$ cat src/design/b24k_pkg.sv
// constants and helpers for the base-24 key text encoder
// no dependencies; imported by the top level and its checker
`default_nettype none

package b24k_pkg;

  localparam int unsigned ALPHA_LEN = 24;

  typedef logic [15:0] char_t;
  typedef logic [4:0]  digit_t;
  typedef logic [127:0] acc_t;

  localparam char_t CHAR_END  = 16'h0000;
  localparam char_t CHAR_DASH = 16'h002D;
  localparam char_t CHAR_N    = 16'h004E;

  // key alphabet, index is the digit value
  localparam char_t ALPHABET [ALPHA_LEN] = '{
    16'h0042, 16'h0043, 16'h0044, 16'h0046, 16'h0047, 16'h0048,
    16'h004A, 16'h004B, 16'h004D, 16'h0050, 16'h0051, 16'h0052,
    16'h0054, 16'h0056, 16'h0057, 16'h0058, 16'h0059, 16'h0032,
    16'h0033, 16'h0034, 16'h0036, 16'h0037, 16'h0038, 16'h0039
  };

  // bit of byte 14 that flags an n marker
  localparam int unsigned N_FLAG_BIT = 51;

  typedef struct packed {
    logic   hit;
    digit_t value;
  } digit_lookup_t;

  function automatic digit_lookup_t digit_of(input char_t c);
    digit_lookup_t res;
    res.hit   = 1'b0;
    res.value = '0;
    for (int j = 0; j < ALPHA_LEN; j++) begin
      if (ALPHABET[j] == c) begin
        res.hit   = 1'b1;
        res.value = digit_t'(j);
      end
    end
    return res;
  endfunction

endpackage

`default_nettype wire

$ cat src/design/base24_key_text_to_binary.sv
// base-24 key text encoder: characters in, two 64-bit words per key out
// depends on b24k_pkg
//
// Usage:
//  - input channel (in_valid/in_ready) takes one 16-bit character per request,
//    in_is_final marks the last character of a key
//  - each digit character within the key updates the 128-bit accumulator in the cycle it is taken:
//    the multiply by 24 is two shifted copies and one wide add
//  - one character per cycle is taken unless a final one waits; a final
//    request loads a two-word result stage; the state clears for the next key
//  - result channel (out_valid/out_ready) gives word 0 (bytes 0..7) then
//    word 1 (bytes 8..15, out_end_of_run high), first word in the cycle after
//    the final request is taken
//  - while the receiver stalls, non-final characters are still taken; a
//    final character waits only if the result stage cannot be emptied by
//    the end of the current cycle
//  - reset (rst_n low, synchronous) clears the scan state and empties the
//    result stage
`default_nettype none

module base24_key_text_to_binary
  import b24k_pkg::*;
#(
  parameter int unsigned KEY_DIGITS = 25
) (
  input  wire logic        clk,
  input  wire logic        rst_n,
  input  wire logic        in_valid,
  output logic             in_ready,
  input  wire logic [15:0] in_char_code,
  input  wire logic        in_is_final,
  output logic             out_valid,
  input  wire logic        out_ready,
  output logic [63:0]      out_word_value,
  output logic             out_word_index,
  output logic             out_end_of_run,
  output logic             out_status,
  output logic             out_has_n
);

  // scan state
  acc_t   acc_r, acc_nxt;
  digit_t count_r, count_nxt;
  digit_t npos_r, npos_nxt;
  logic   nseen_r, nseen_nxt;
  logic   bad_r, bad_nxt;
  logic   ended_r, ended_nxt;

  // result stage
  logic [63:0] lo_r, lo_nxt;
  logic [63:0] hi_r, hi_nxt;
  logic        st_r, st_nxt;
  logic        hn_r, hn_nxt;
  logic        busy_r, busy_nxt;
  logic        sel_r, sel_nxt;

  // per-character update
  acc_t          acc_upd;
  digit_t        count_upd;
  digit_t        npos_upd;
  logic          nseen_upd;
  logic          bad_upd;
  logic          ended_upd;
  digit_lookup_t look;
  logic          skip;
  logic          in_take;
  logic          out_take;
  logic          final_take;
  logic          hn_upd;
  logic [63:0]   hi_marked;

  assign out_take   = out_valid && out_ready;
  assign in_ready   = !busy_r || (out_ready && sel_r) || !in_is_final;
  assign in_take    = in_valid && in_ready;
  assign final_take = in_take && in_is_final;

  assign look = digit_of(in_char_code);
  assign skip = ended_r || bad_r || (count_r >= digit_t'(KEY_DIGITS));

  always_comb begin
    acc_upd   = acc_r;
    count_upd = count_r;
    npos_upd  = npos_r;
    nseen_upd = nseen_r;
    bad_upd   = bad_r;
    ended_upd = ended_r;
    if (!skip) begin
      if (in_char_code == CHAR_END) begin
        ended_upd = 1'b1;
      end else if (in_char_code == CHAR_DASH) begin
        acc_upd = acc_r;
      end else if (in_char_code == CHAR_N) begin
        npos_upd  = count_r;
        nseen_upd = 1'b1;
      end else if (look.hit) begin
        // acc * 24 + digit, wraps at 2^128
        acc_upd   = (acc_r << 4) + (acc_r << 3) + acc_t'(look.value);
        count_upd = count_r + digit_t'(1);
      end else begin
        bad_upd = 1'b1;
      end
    end
  end

  assign hn_upd = !bad_upd && nseen_upd;

  always_comb begin
    hi_marked             = acc_upd[127:64];
    hi_marked[N_FLAG_BIT] = 1'b1;
    hi_marked[63:56]      = {3'b000, npos_upd};
  end

  always_comb begin
    acc_nxt   = acc_r;
    count_nxt = count_r;
    npos_nxt  = npos_r;
    nseen_nxt = nseen_r;
    bad_nxt   = bad_r;
    ended_nxt = ended_r;
    if (in_take) begin
      if (in_is_final) begin
        acc_nxt   = '0;
        count_nxt = '0;
        npos_nxt  = '0;
        nseen_nxt = 1'b0;
        bad_nxt   = 1'b0;
        ended_nxt = 1'b0;
      end else begin
        acc_nxt   = acc_upd;
        count_nxt = count_upd;
        npos_nxt  = npos_upd;
        nseen_nxt = nseen_upd;
        bad_nxt   = bad_upd;
        ended_nxt = ended_upd;
      end
    end
  end

  always_comb begin
    lo_nxt   = lo_r;
    hi_nxt   = hi_r;
    st_nxt   = st_r;
    hn_nxt   = hn_r;
    busy_nxt = busy_r;
    sel_nxt  = sel_r;
    if (out_take) begin
      if (sel_r) begin
        busy_nxt = 1'b0;
      end else begin
        sel_nxt = 1'b1;
      end
    end
    // a final request is only taken when the stage is free by now
    if (final_take) begin
      lo_nxt   = acc_upd[63:0];
      hi_nxt   = hn_upd ? hi_marked : acc_upd[127:64];
      st_nxt   = bad_upd;
      hn_nxt   = hn_upd;
      busy_nxt = 1'b1;
      sel_nxt  = 1'b0;
    end
  end

  always_ff @(posedge clk) begin
    if (!rst_n) begin
      acc_r   <= '0;
      count_r <= '0;
      npos_r  <= '0;
      nseen_r <= 1'b0;
      bad_r   <= 1'b0;
      ended_r <= 1'b0;
      busy_r  <= 1'b0;
      sel_r   <= 1'b0;
    end else begin
      acc_r   <= acc_nxt;
      count_r <= count_nxt;
      npos_r  <= npos_nxt;
      nseen_r <= nseen_nxt;
      bad_r   <= bad_nxt;
      ended_r <= ended_nxt;
      busy_r  <= busy_nxt;
      sel_r   <= sel_nxt;
    end
  end

  always_ff @(posedge clk) begin
    lo_r <= lo_nxt;
    hi_r <= hi_nxt;
    st_r <= st_nxt;
    hn_r <= hn_nxt;
  end

  assign out_valid      = busy_r;
  assign out_word_value = sel_r ? hi_r : lo_r;
  assign out_word_index = sel_r;
  assign out_end_of_run = sel_r;
  assign out_status     = st_r;
  assign out_has_n      = hn_r;

endmodule

`default_nettype wire

$ cat config.mk
export PLATFORM = sky130hd
export DESIGN_NAME = base24_key_text_to_binary
export DESIGN_NICKNAME = d
export VERILOG_FILES = /design/src/design/b24k_pkg.sv /design/src/design/base24_key_text_to_binary.sv
export SDC_FILE = /design/constraint.sdc
export NUM_CORES = 1
export LEC_CHECK = 0
export BUFFER_PORTS_ARGS = -buffer_cell sky130_fd_sc_hd__clkbuf_2
export CORE_AREA = 2 2 231 211
export CTS_CLUSTER_SIZE = 20
export DETAILED_ROUTE_END_ITERATION = 8
export DIE_AREA = 0 0 233 213
export HOLD_SLACK_MARGIN = 0.15
export REMOVE_ABC_BUFFERS = 1
export SYNTH_ARGS = -nofsm -noshare
export SYNTH_HDL_FRONTEND = slang
export SYNTH_SLANG_ARGS = --single-unit
$ cat constraint.sdc
create_clock -name clk -period 5.29 [get_ports clk]
set_clock_uncertainty 0.1 [all_clocks]
set_input_delay 0.529 -clock clk [delete_from_list [all_inputs] [get_ports clk]]
set_output_delay 0.529 -clock clk [all_outputs]
set_load 0.01 [all_outputs]
==> flow_metrics.tcl, run 1 <==
set metrics [dict create \
    status "finished, final reports clean" \
    critPathLaunchType "input pin" \
    io_pins 91 \
    setup_viol 0 \
    die_x_um 233 \
    post_drt_wl_per_cell_um 19.5 \
    syn_area_per_cell_sq_um 8.60 \
    total_power_mw 4.59 \
    fin_crit_sh_pct 94.8 \
    utilization_pct 49.9 \
    cp.arrival_ns 5.23 \
    total_leakage_power_nw 9.88 \
    netlist_area_sq_um 21000 \
    yosysTopAreaCell "edfxtp_1" \
    start_util_pct 44.5 \
    clockRootBuffer "clkbuf_16" \
    worst_pin_slew_ns 1.13 \
    vdd_ir_drop_max_uv 231 \
    hpwl_mm 47.3 \
    yosysWarnings 0 \
    core_area_sq_um 47300 \
    insertion_delay_ns 0.59 \
    hp-class "in -> reg" \
    fp.dieH_um 213 \
    dp_worst_setup_slack_ns -0.403 \
    grt_pass1_wl_mm 98.0 \
    async_flop_share_pct 0 \
    fillers 4519 \
    syn_inst 2445 \
    syn2layout_area_growth_pct 12.1 \
    synth_edf_count 130 \
    rr_startpoint "acc_r[0]$_SDFFE_PN0P_" \
    drcViolationCount 0 \
    antenna_found_initial 2 \
    cts.sink_count 273 \
    multi_input_area_sq_um 13600 \
    ys_top_cells_by_area "edfxtp_1, ha_1, dfxtp_1" \
    worstHoldEndpoint "ended_r$_SDFFE_PN0P_" \
    fin_ws_ns 0.277 \
    finalMaxSlewViolations 0 \
    synth_ff_type "dfxtp_1" \
    overflow 0 \
    n_antenna_cell 0 \
    crit_required_ns 5.50 \
    clockBufferDepth 3 \
    port_buffers 90 \
    clk_pin_slew_worst_paths_ns 0.06 \
    final_nets 2817 \
    max_cap_viol_count 0 \
    slew-limit-headroom_pct 24.9 \
    place_congestion 0.950 \
    floorplan.rows 76 \
    fmax_mhz 199 \
    timing.rr.end "hi_r[60]$_DFFE_PP_" \
    rsz0062_at_grt "no" \
    min_path_cells 5 \
    finalHoldViolCount 0 \
    yosysSeqAreaShare_pct 32.2 \
    grt_pass1_vias 18139 \
    synth_cell_types 89 \
    rr_worst_depth 18 \
    vias 18675 \
    vias_per_cell 5.85 \
    grt_usage_pct 24.8 \
    drt_wl_total_mm 62.3 \
    hp-start "in_char_code[5]" \
    cts_tree "built" \
    fin_crit_ns 5.01 \
    holdWs_ns 0.341 \
    cellPowerDensity_nw_per_um2 195 \
    ys_ff_latch 273 \
    drive_gt1_share_pct 13.5 \
    postRouteAntennaNets 0 \
    cts_buffers 31 \
    regArea_sq_um 6770 \
    ff2ff_setup_slack_ns 0.61 \
    critPathMaxFanout 4 \
    yosysTopAreaCellShare_pct 18.6 \
    critPathKind "in -> reg" \
    grt_max_degree 120 \
    drtIter0Drc 1458 \
    cp-end-kind "flip-flop" \
    fp.dieArea_sq_um 49600 \
    first_pass_iters 7 \
    htree_levels 1 \
]
-- layout make-up --
type,count,share of cell area [%]
Inverter,39,0.642
Sequential cell,273,28.7
Clock buffer,46,3.66
Clock inverter,11,0.457
Multi-Input combinational cell,2002,57.7
Tap cell,624,3.31
Timing Repair Buffer,199,5.55
-- power breakdown --
part / switching, mW / internal, mW
combinational: 0.150 / 0.0826
clock: 0.893 / 1.21
sequential: 0.0114 / 2.24
-- cell usage after synthesis, types with 5 or more instances --
cell type / count
a22oi_1: 65
and2_1: 26
edfxtp_1: 130
xnor2_1: 69
a31o_2: 6
o31ai_1: 10
clkbuf_1: 113
nand2b_1: 12
buf_1: 5
mux2i_1: 5
a22o_1: 5
nor4_1: 10
nand3_1: 29
a21boi_0: 13
o22ai_1: 5
or4_1: 7
o21bai_1: 29
o21ai_1: 5
a31oi_1: 20
mux2_2: 64
clkbuf_8: 6
a21oi_1: 206
a211oi_1: 12
o21ai_0: 276
nor2_1: 120
nand2_1: 334
o211ai_1: 14
inv_1: 37
nor3_1: 23
nor2b_1: 92
and4_1: 8
ha_1: 248
xor2_1: 53
or3_1: 7
dfxtp_1: 143
and3_1: 9
nand4_1: 50
a21o_1: 73
o221ai_1: 5
o21a_1: 21
-- cell usage in the layout (no fill, tap or decap), drive strengths merged, types with 65 or more instances in the layout --
cell | netlist | final
buf | 10 | 108
nor2 | 120 | 120
xnor2 | 69 | 69
a22oi | 65 | 65
nand2 | 335 | 335
o21ai | 283 | 283
a21o | 73 | 73
dfxtp | 143 | 143
edfxtp | 130 | 130
clkbuf | 119 | 136
ha | 248 | 248
a21oi | 207 | 207
nor2b | 92 | 92
-- metal layers --
metal  share of wire, %  wire [um]  vias to the layer above  track usage [%]
li1                   -          -                     9198                -
met1                 47      29400                     8893             34.2
met2                 46      28700                      491             41.7
met3                4.4       2760                       91             2.58
met4                2.2       1390                        2             5.89
met5              0.011          7                        -                0
-- flip-flops by register name (all words and copies together), names as in the netlist, 5 cells and up --
name	flops
npos_r	5
hi_r	64
lo_r	64
acc_r	128
count_r	5
-- worst max-delay path, cell delays in order --
cell and delay (ns):
clkbuf_2 0.10, nor2b_1 0.15, o211ai_1 0.16, o21ai_1 0.11, nand2_1 0.10, nor2_1 0.05
buf_4 0.15, fa_1 0.49, ha_1 0.20, fa_1 0.20, a21oi_1 0.10, o211ai_1 0.41
nand4_1 0.26, a2111oi_4 0.56, o211ai_1 0.21, a211oi_1 0.25, nor2_1 0.07, buf_4 0.16
a21oi_1 0.13, o21ai_0 0.14, buf_4 0.17, a21oi_1 0.17, o21ai_0 0.15, nand3_1 0.13
a22oi_1 0.08
-- cells by family after synthesis --
| group | after synthesis | share of synthesized area, % |
|---|---|---|
| flops | 273 | 32.2 |
| fa+ha+maj | 250 | 14.9 |
| compound gates | 813 | 23.7 |
| simple gates | 748 | 16.9 |
| mux | 69 | 3.66 |
| xor+xnor | 122 | 5.08 |
| buf+inv | 170 | 3.50 |
-- how the worst max path moves through the flow --
| stage | startpoint | end | slack [ns] | cells after the start |
|---|---|---|---|---|
| 4_1_cts | in_char_code[2] | hi_r[63]$_SDFFCE_PP0P_ | 0.18 | 23 |
| 6_report | in_char_code[2] | hi_r[60]$_DFFE_PP_ | 0.28 | 25 |
| 3_5_place_dp | in_char_code[2] | hi_r[59]$_DFFE_PP_ | -0.40 | 23 |
| 2_1_floorplan | out_end_of_run$_SDFFE_PP0P_ | acc_r[100]$_SDFFE_PN0P_ | -1.73 | 6 |
| 5_1_grt | in_char_code[2] | hi_r[59]$_DFFE_PP_ | 0.04 | 23 |
| 3_3_place_gp | in_char_code[2] | hi_r[59]$_DFFE_PP_ | -0.28 | 23 |
-- repair_timing --
| item | 4_1_cts | 5_1_grt |
|---|---|---|
| buffers inserted | 0 | 0 |
| gates resized for setup | 0 | 6 |
| hold buffers | 1 | 0 |
| setup endpoints to repair | 0 | 8 |
| hold endpoints to repair | 1 | 0 |
-- stage by stage --
stage,setup TNS [ns],instances,instance area (sq um)
final,0,3194,23600
after global routing,0,3194,23600
after CTS,0,3194,23500
after detailed placement,-7.47,3136,22600
after global placement,-1.86,3136,22600
after floorplan,-223.96,2314,20400
No activity file was read; power rests on OpenSTA's default activity.
==> run 2: changes to the inputs <==
--- a/config.mk
+++ b/config.mk
@@ -10,6 +10,7 @@
 export CTS_CLUSTER_SIZE = 20
 export DETAILED_ROUTE_END_ITERATION = 8
 export DIE_AREA = 0 0 233 213
+export GPL_TIMING_DRIVEN = 0
 export HOLD_SLACK_MARGIN = 0.15
 export REMOVE_ABC_BUFFERS = 1
 export SYNTH_ARGS = -nofsm -noshare
==> flow_metrics.tcl, run 2 (synthesized netlist as in run 1, its figures left out) <==
set metrics [dict create \
    fmax_mhz 192 \
    final_common_cell "nand2_1" \
    rr_startpoint "acc_r[0]$_SDFFE_PN0P_" \
    die_x_um 233 \
    cts.sink_count 273 \
    grt_pass1_wl_mm 96.8 \
    n_antenna_cell 0 \
    drtIter0Drc 1316 \
    clk_pin_slew_worst_paths_ns 0.06 \
    max_cap_viol_count 0 \
    fin_ws_ns 0.0765 \
    grt_pass1_vias 17780 \
    crit_start "in_char_code[0]" \
    drt_wl_total_mm 61.3 \
    start_util_pct 44.5 \
    vdd_ir_drop_max_uv 245 \
    setup_viol 0 \
    cp.arrival_ns 5.42 \
    cts_buffers 35 \
    ff2ff_setup_slack_ns 0.44 \
    status "finished, final reports clean" \
    port_buffers 90 \
    fin_crit_sh_pct 98.6 \
    cts_tree "built" \
    clockRootBuffer "clkbuf_16" \
    finalHoldViolCount 0 \
    io_pins 91 \
    syn2layout_area_growth_pct 11.7 \
    worst_pin_slew_ns 0.949 \
    post_drt_wl_per_cell_um 19.7 \
    overflow 0 \
    insertion_delay_ns 0.56 \
    total_leakage_power_nw 9.71 \
    vias_per_cell 5.89 \
    dp_worst_setup_slack_ns -1.84 \
    final_nets 2738 \
    fin_crit_ns 5.21 \
    clockBufferDepth 3 \
    vias 18364 \
    critPathKind "in -> reg" \
    first_pass_iters 6 \
    cp-end-kind "flip-flop" \
    place_congestion 0.938 \
    htree_levels 2 \
    floorplan.rows 76 \
    critPathMaxFanout 16 \
    cellPowerDensity_nw_per_um2 209 \
    grt_usage_pct 24.6 \
    hp-start "in_char_code[5]" \
    largest_reg_flops 128 \
    crit_required_ns 5.49 \
    finalMaxSlewViolations 0 \
    antenna_found_initial 0 \
    setup_tns_ns 0 \
    slew-limit-headroom_pct 36.7 \
    hpwl_mm 46.1 \
    hp-class "in -> reg" \
    postRouteAntennaNets 0 \
    largest_register "acc_r" \
    critPathLaunchType "input pin" \
    largestRegisters "acc_r x128, hi_r x64, lo_r x64" \
    drcViolationCount 0 \
    utilization_pct 49.7 \
    drive_gt1_share_pct 12.2 \
    grt_max_degree 96 \
    fp.dieArea_sq_um 49600 \
    fp.dieH_um 213 \
    final_cell_mix "nand2_1, o21ai_0, ha_1" \
    core_area_sq_um 47300 \
]
run 2: changes by cell type in the layout (fill, tap and decap cells not counted), moves of 4 or more:
| cell | delta |
|---|---|
| o21ai_0 | -4 |
| clkbuf_2 | -5 |
| buf_16 | +5 |
| clkbuf_4 | +4 |
| buf_4 | -92 |
| clkbuf_16 | +7 |
run 2: per-layer routing:
layer	up-vias	global-route usage (%)	wire length [um]
met1	8777	34.0	29100
met2	436	39.9	27900
met3	99	3.45	2720
met5	-	0	0
li1	9052	-	-
met4	0	6.94	1580
run 2: final timing paths:
check / endpoint / cells after the start
setup reg to reg: hi_r[24]$_DFFE_PP_ / 16
setup / recovery: hi_r[24]$_DFFE_PP_ / 22
hold reg to reg: acc_r[127]$_SDFFE_PN0P_ / 2
hold / removal: ended_r$_SDFFE_PN0P_ / 4
run 2: layout make-up:
type | count | area (sq um)
repair buffers | 116 | 843
clock inverters | 16 | 179
fillers | 4513 | 23800
clock buffers | 47 | 985
flip-flops and latches | 273 | 6770
multi-input cells | 2002 | 13800
inverters | 39 | 153
well taps | 624 | 781
run 2: power breakdown:
part / leakage [nW] / total [mW] / internal, mW / switching, mW
combinational: 6.74 / 0.226 / 0.0808 / 0.145
sequential: 2.41 / 2.26 / 2.24 / 0.0159
clock: 0.558 / 2.44 / 1.47 / 0.972
total: 9.71 / 4.92 / 3.79 / 1.13
run 2: through the flow:
stage / hold slack (ns) / area, sq um / total power, mW / std cells
final: 0.280 / 23500 / 4.92 / 3117
after global routing: 0.331 / 23500 / 5.07 / 3117
after CTS: 0.259 / 23300 / 4.97 / 3111
after detailed placement: 0.344 / 22000 / 2.53 / 3040
after global placement: 0.335 / 21700 / 2.52 / 3028
after floorplan: 0.325 / 20400 / 2.41 / 2314
run 2: repair_timing:
action / 4_1_cts / 5_1_grt
endpoints found under the hold margin: 1 / 0
buffers inserted: 7 / 6
hold buffers: 1 / 0
setup endpoints to repair: 60 / 34
gates resized for setup: 27 / 28
pin swaps: 5 / 12
run 2: critical path: stages:
cell	delay, ns
clkbuf_4	0.23
nor2b_1	0.09
o211ai_1	0.16
o21ai_1	0.11
nand2_1	0.14
nor2_4	0.07
fa_2	0.53
ha_2	0.20
fa_2	0.23
a21oi_2	0.08
o211ai_1	0.35
nand4_1	0.28
a2111oi_4	0.61
o211ai_1	0.18
buf_4	0.18
nor2b_1	0.12
o21ai_1	0.24
and2_1	0.30
a21boi_0	0.22
xor2_1	0.28
nor2_1	0.10
a21o_1	0.18
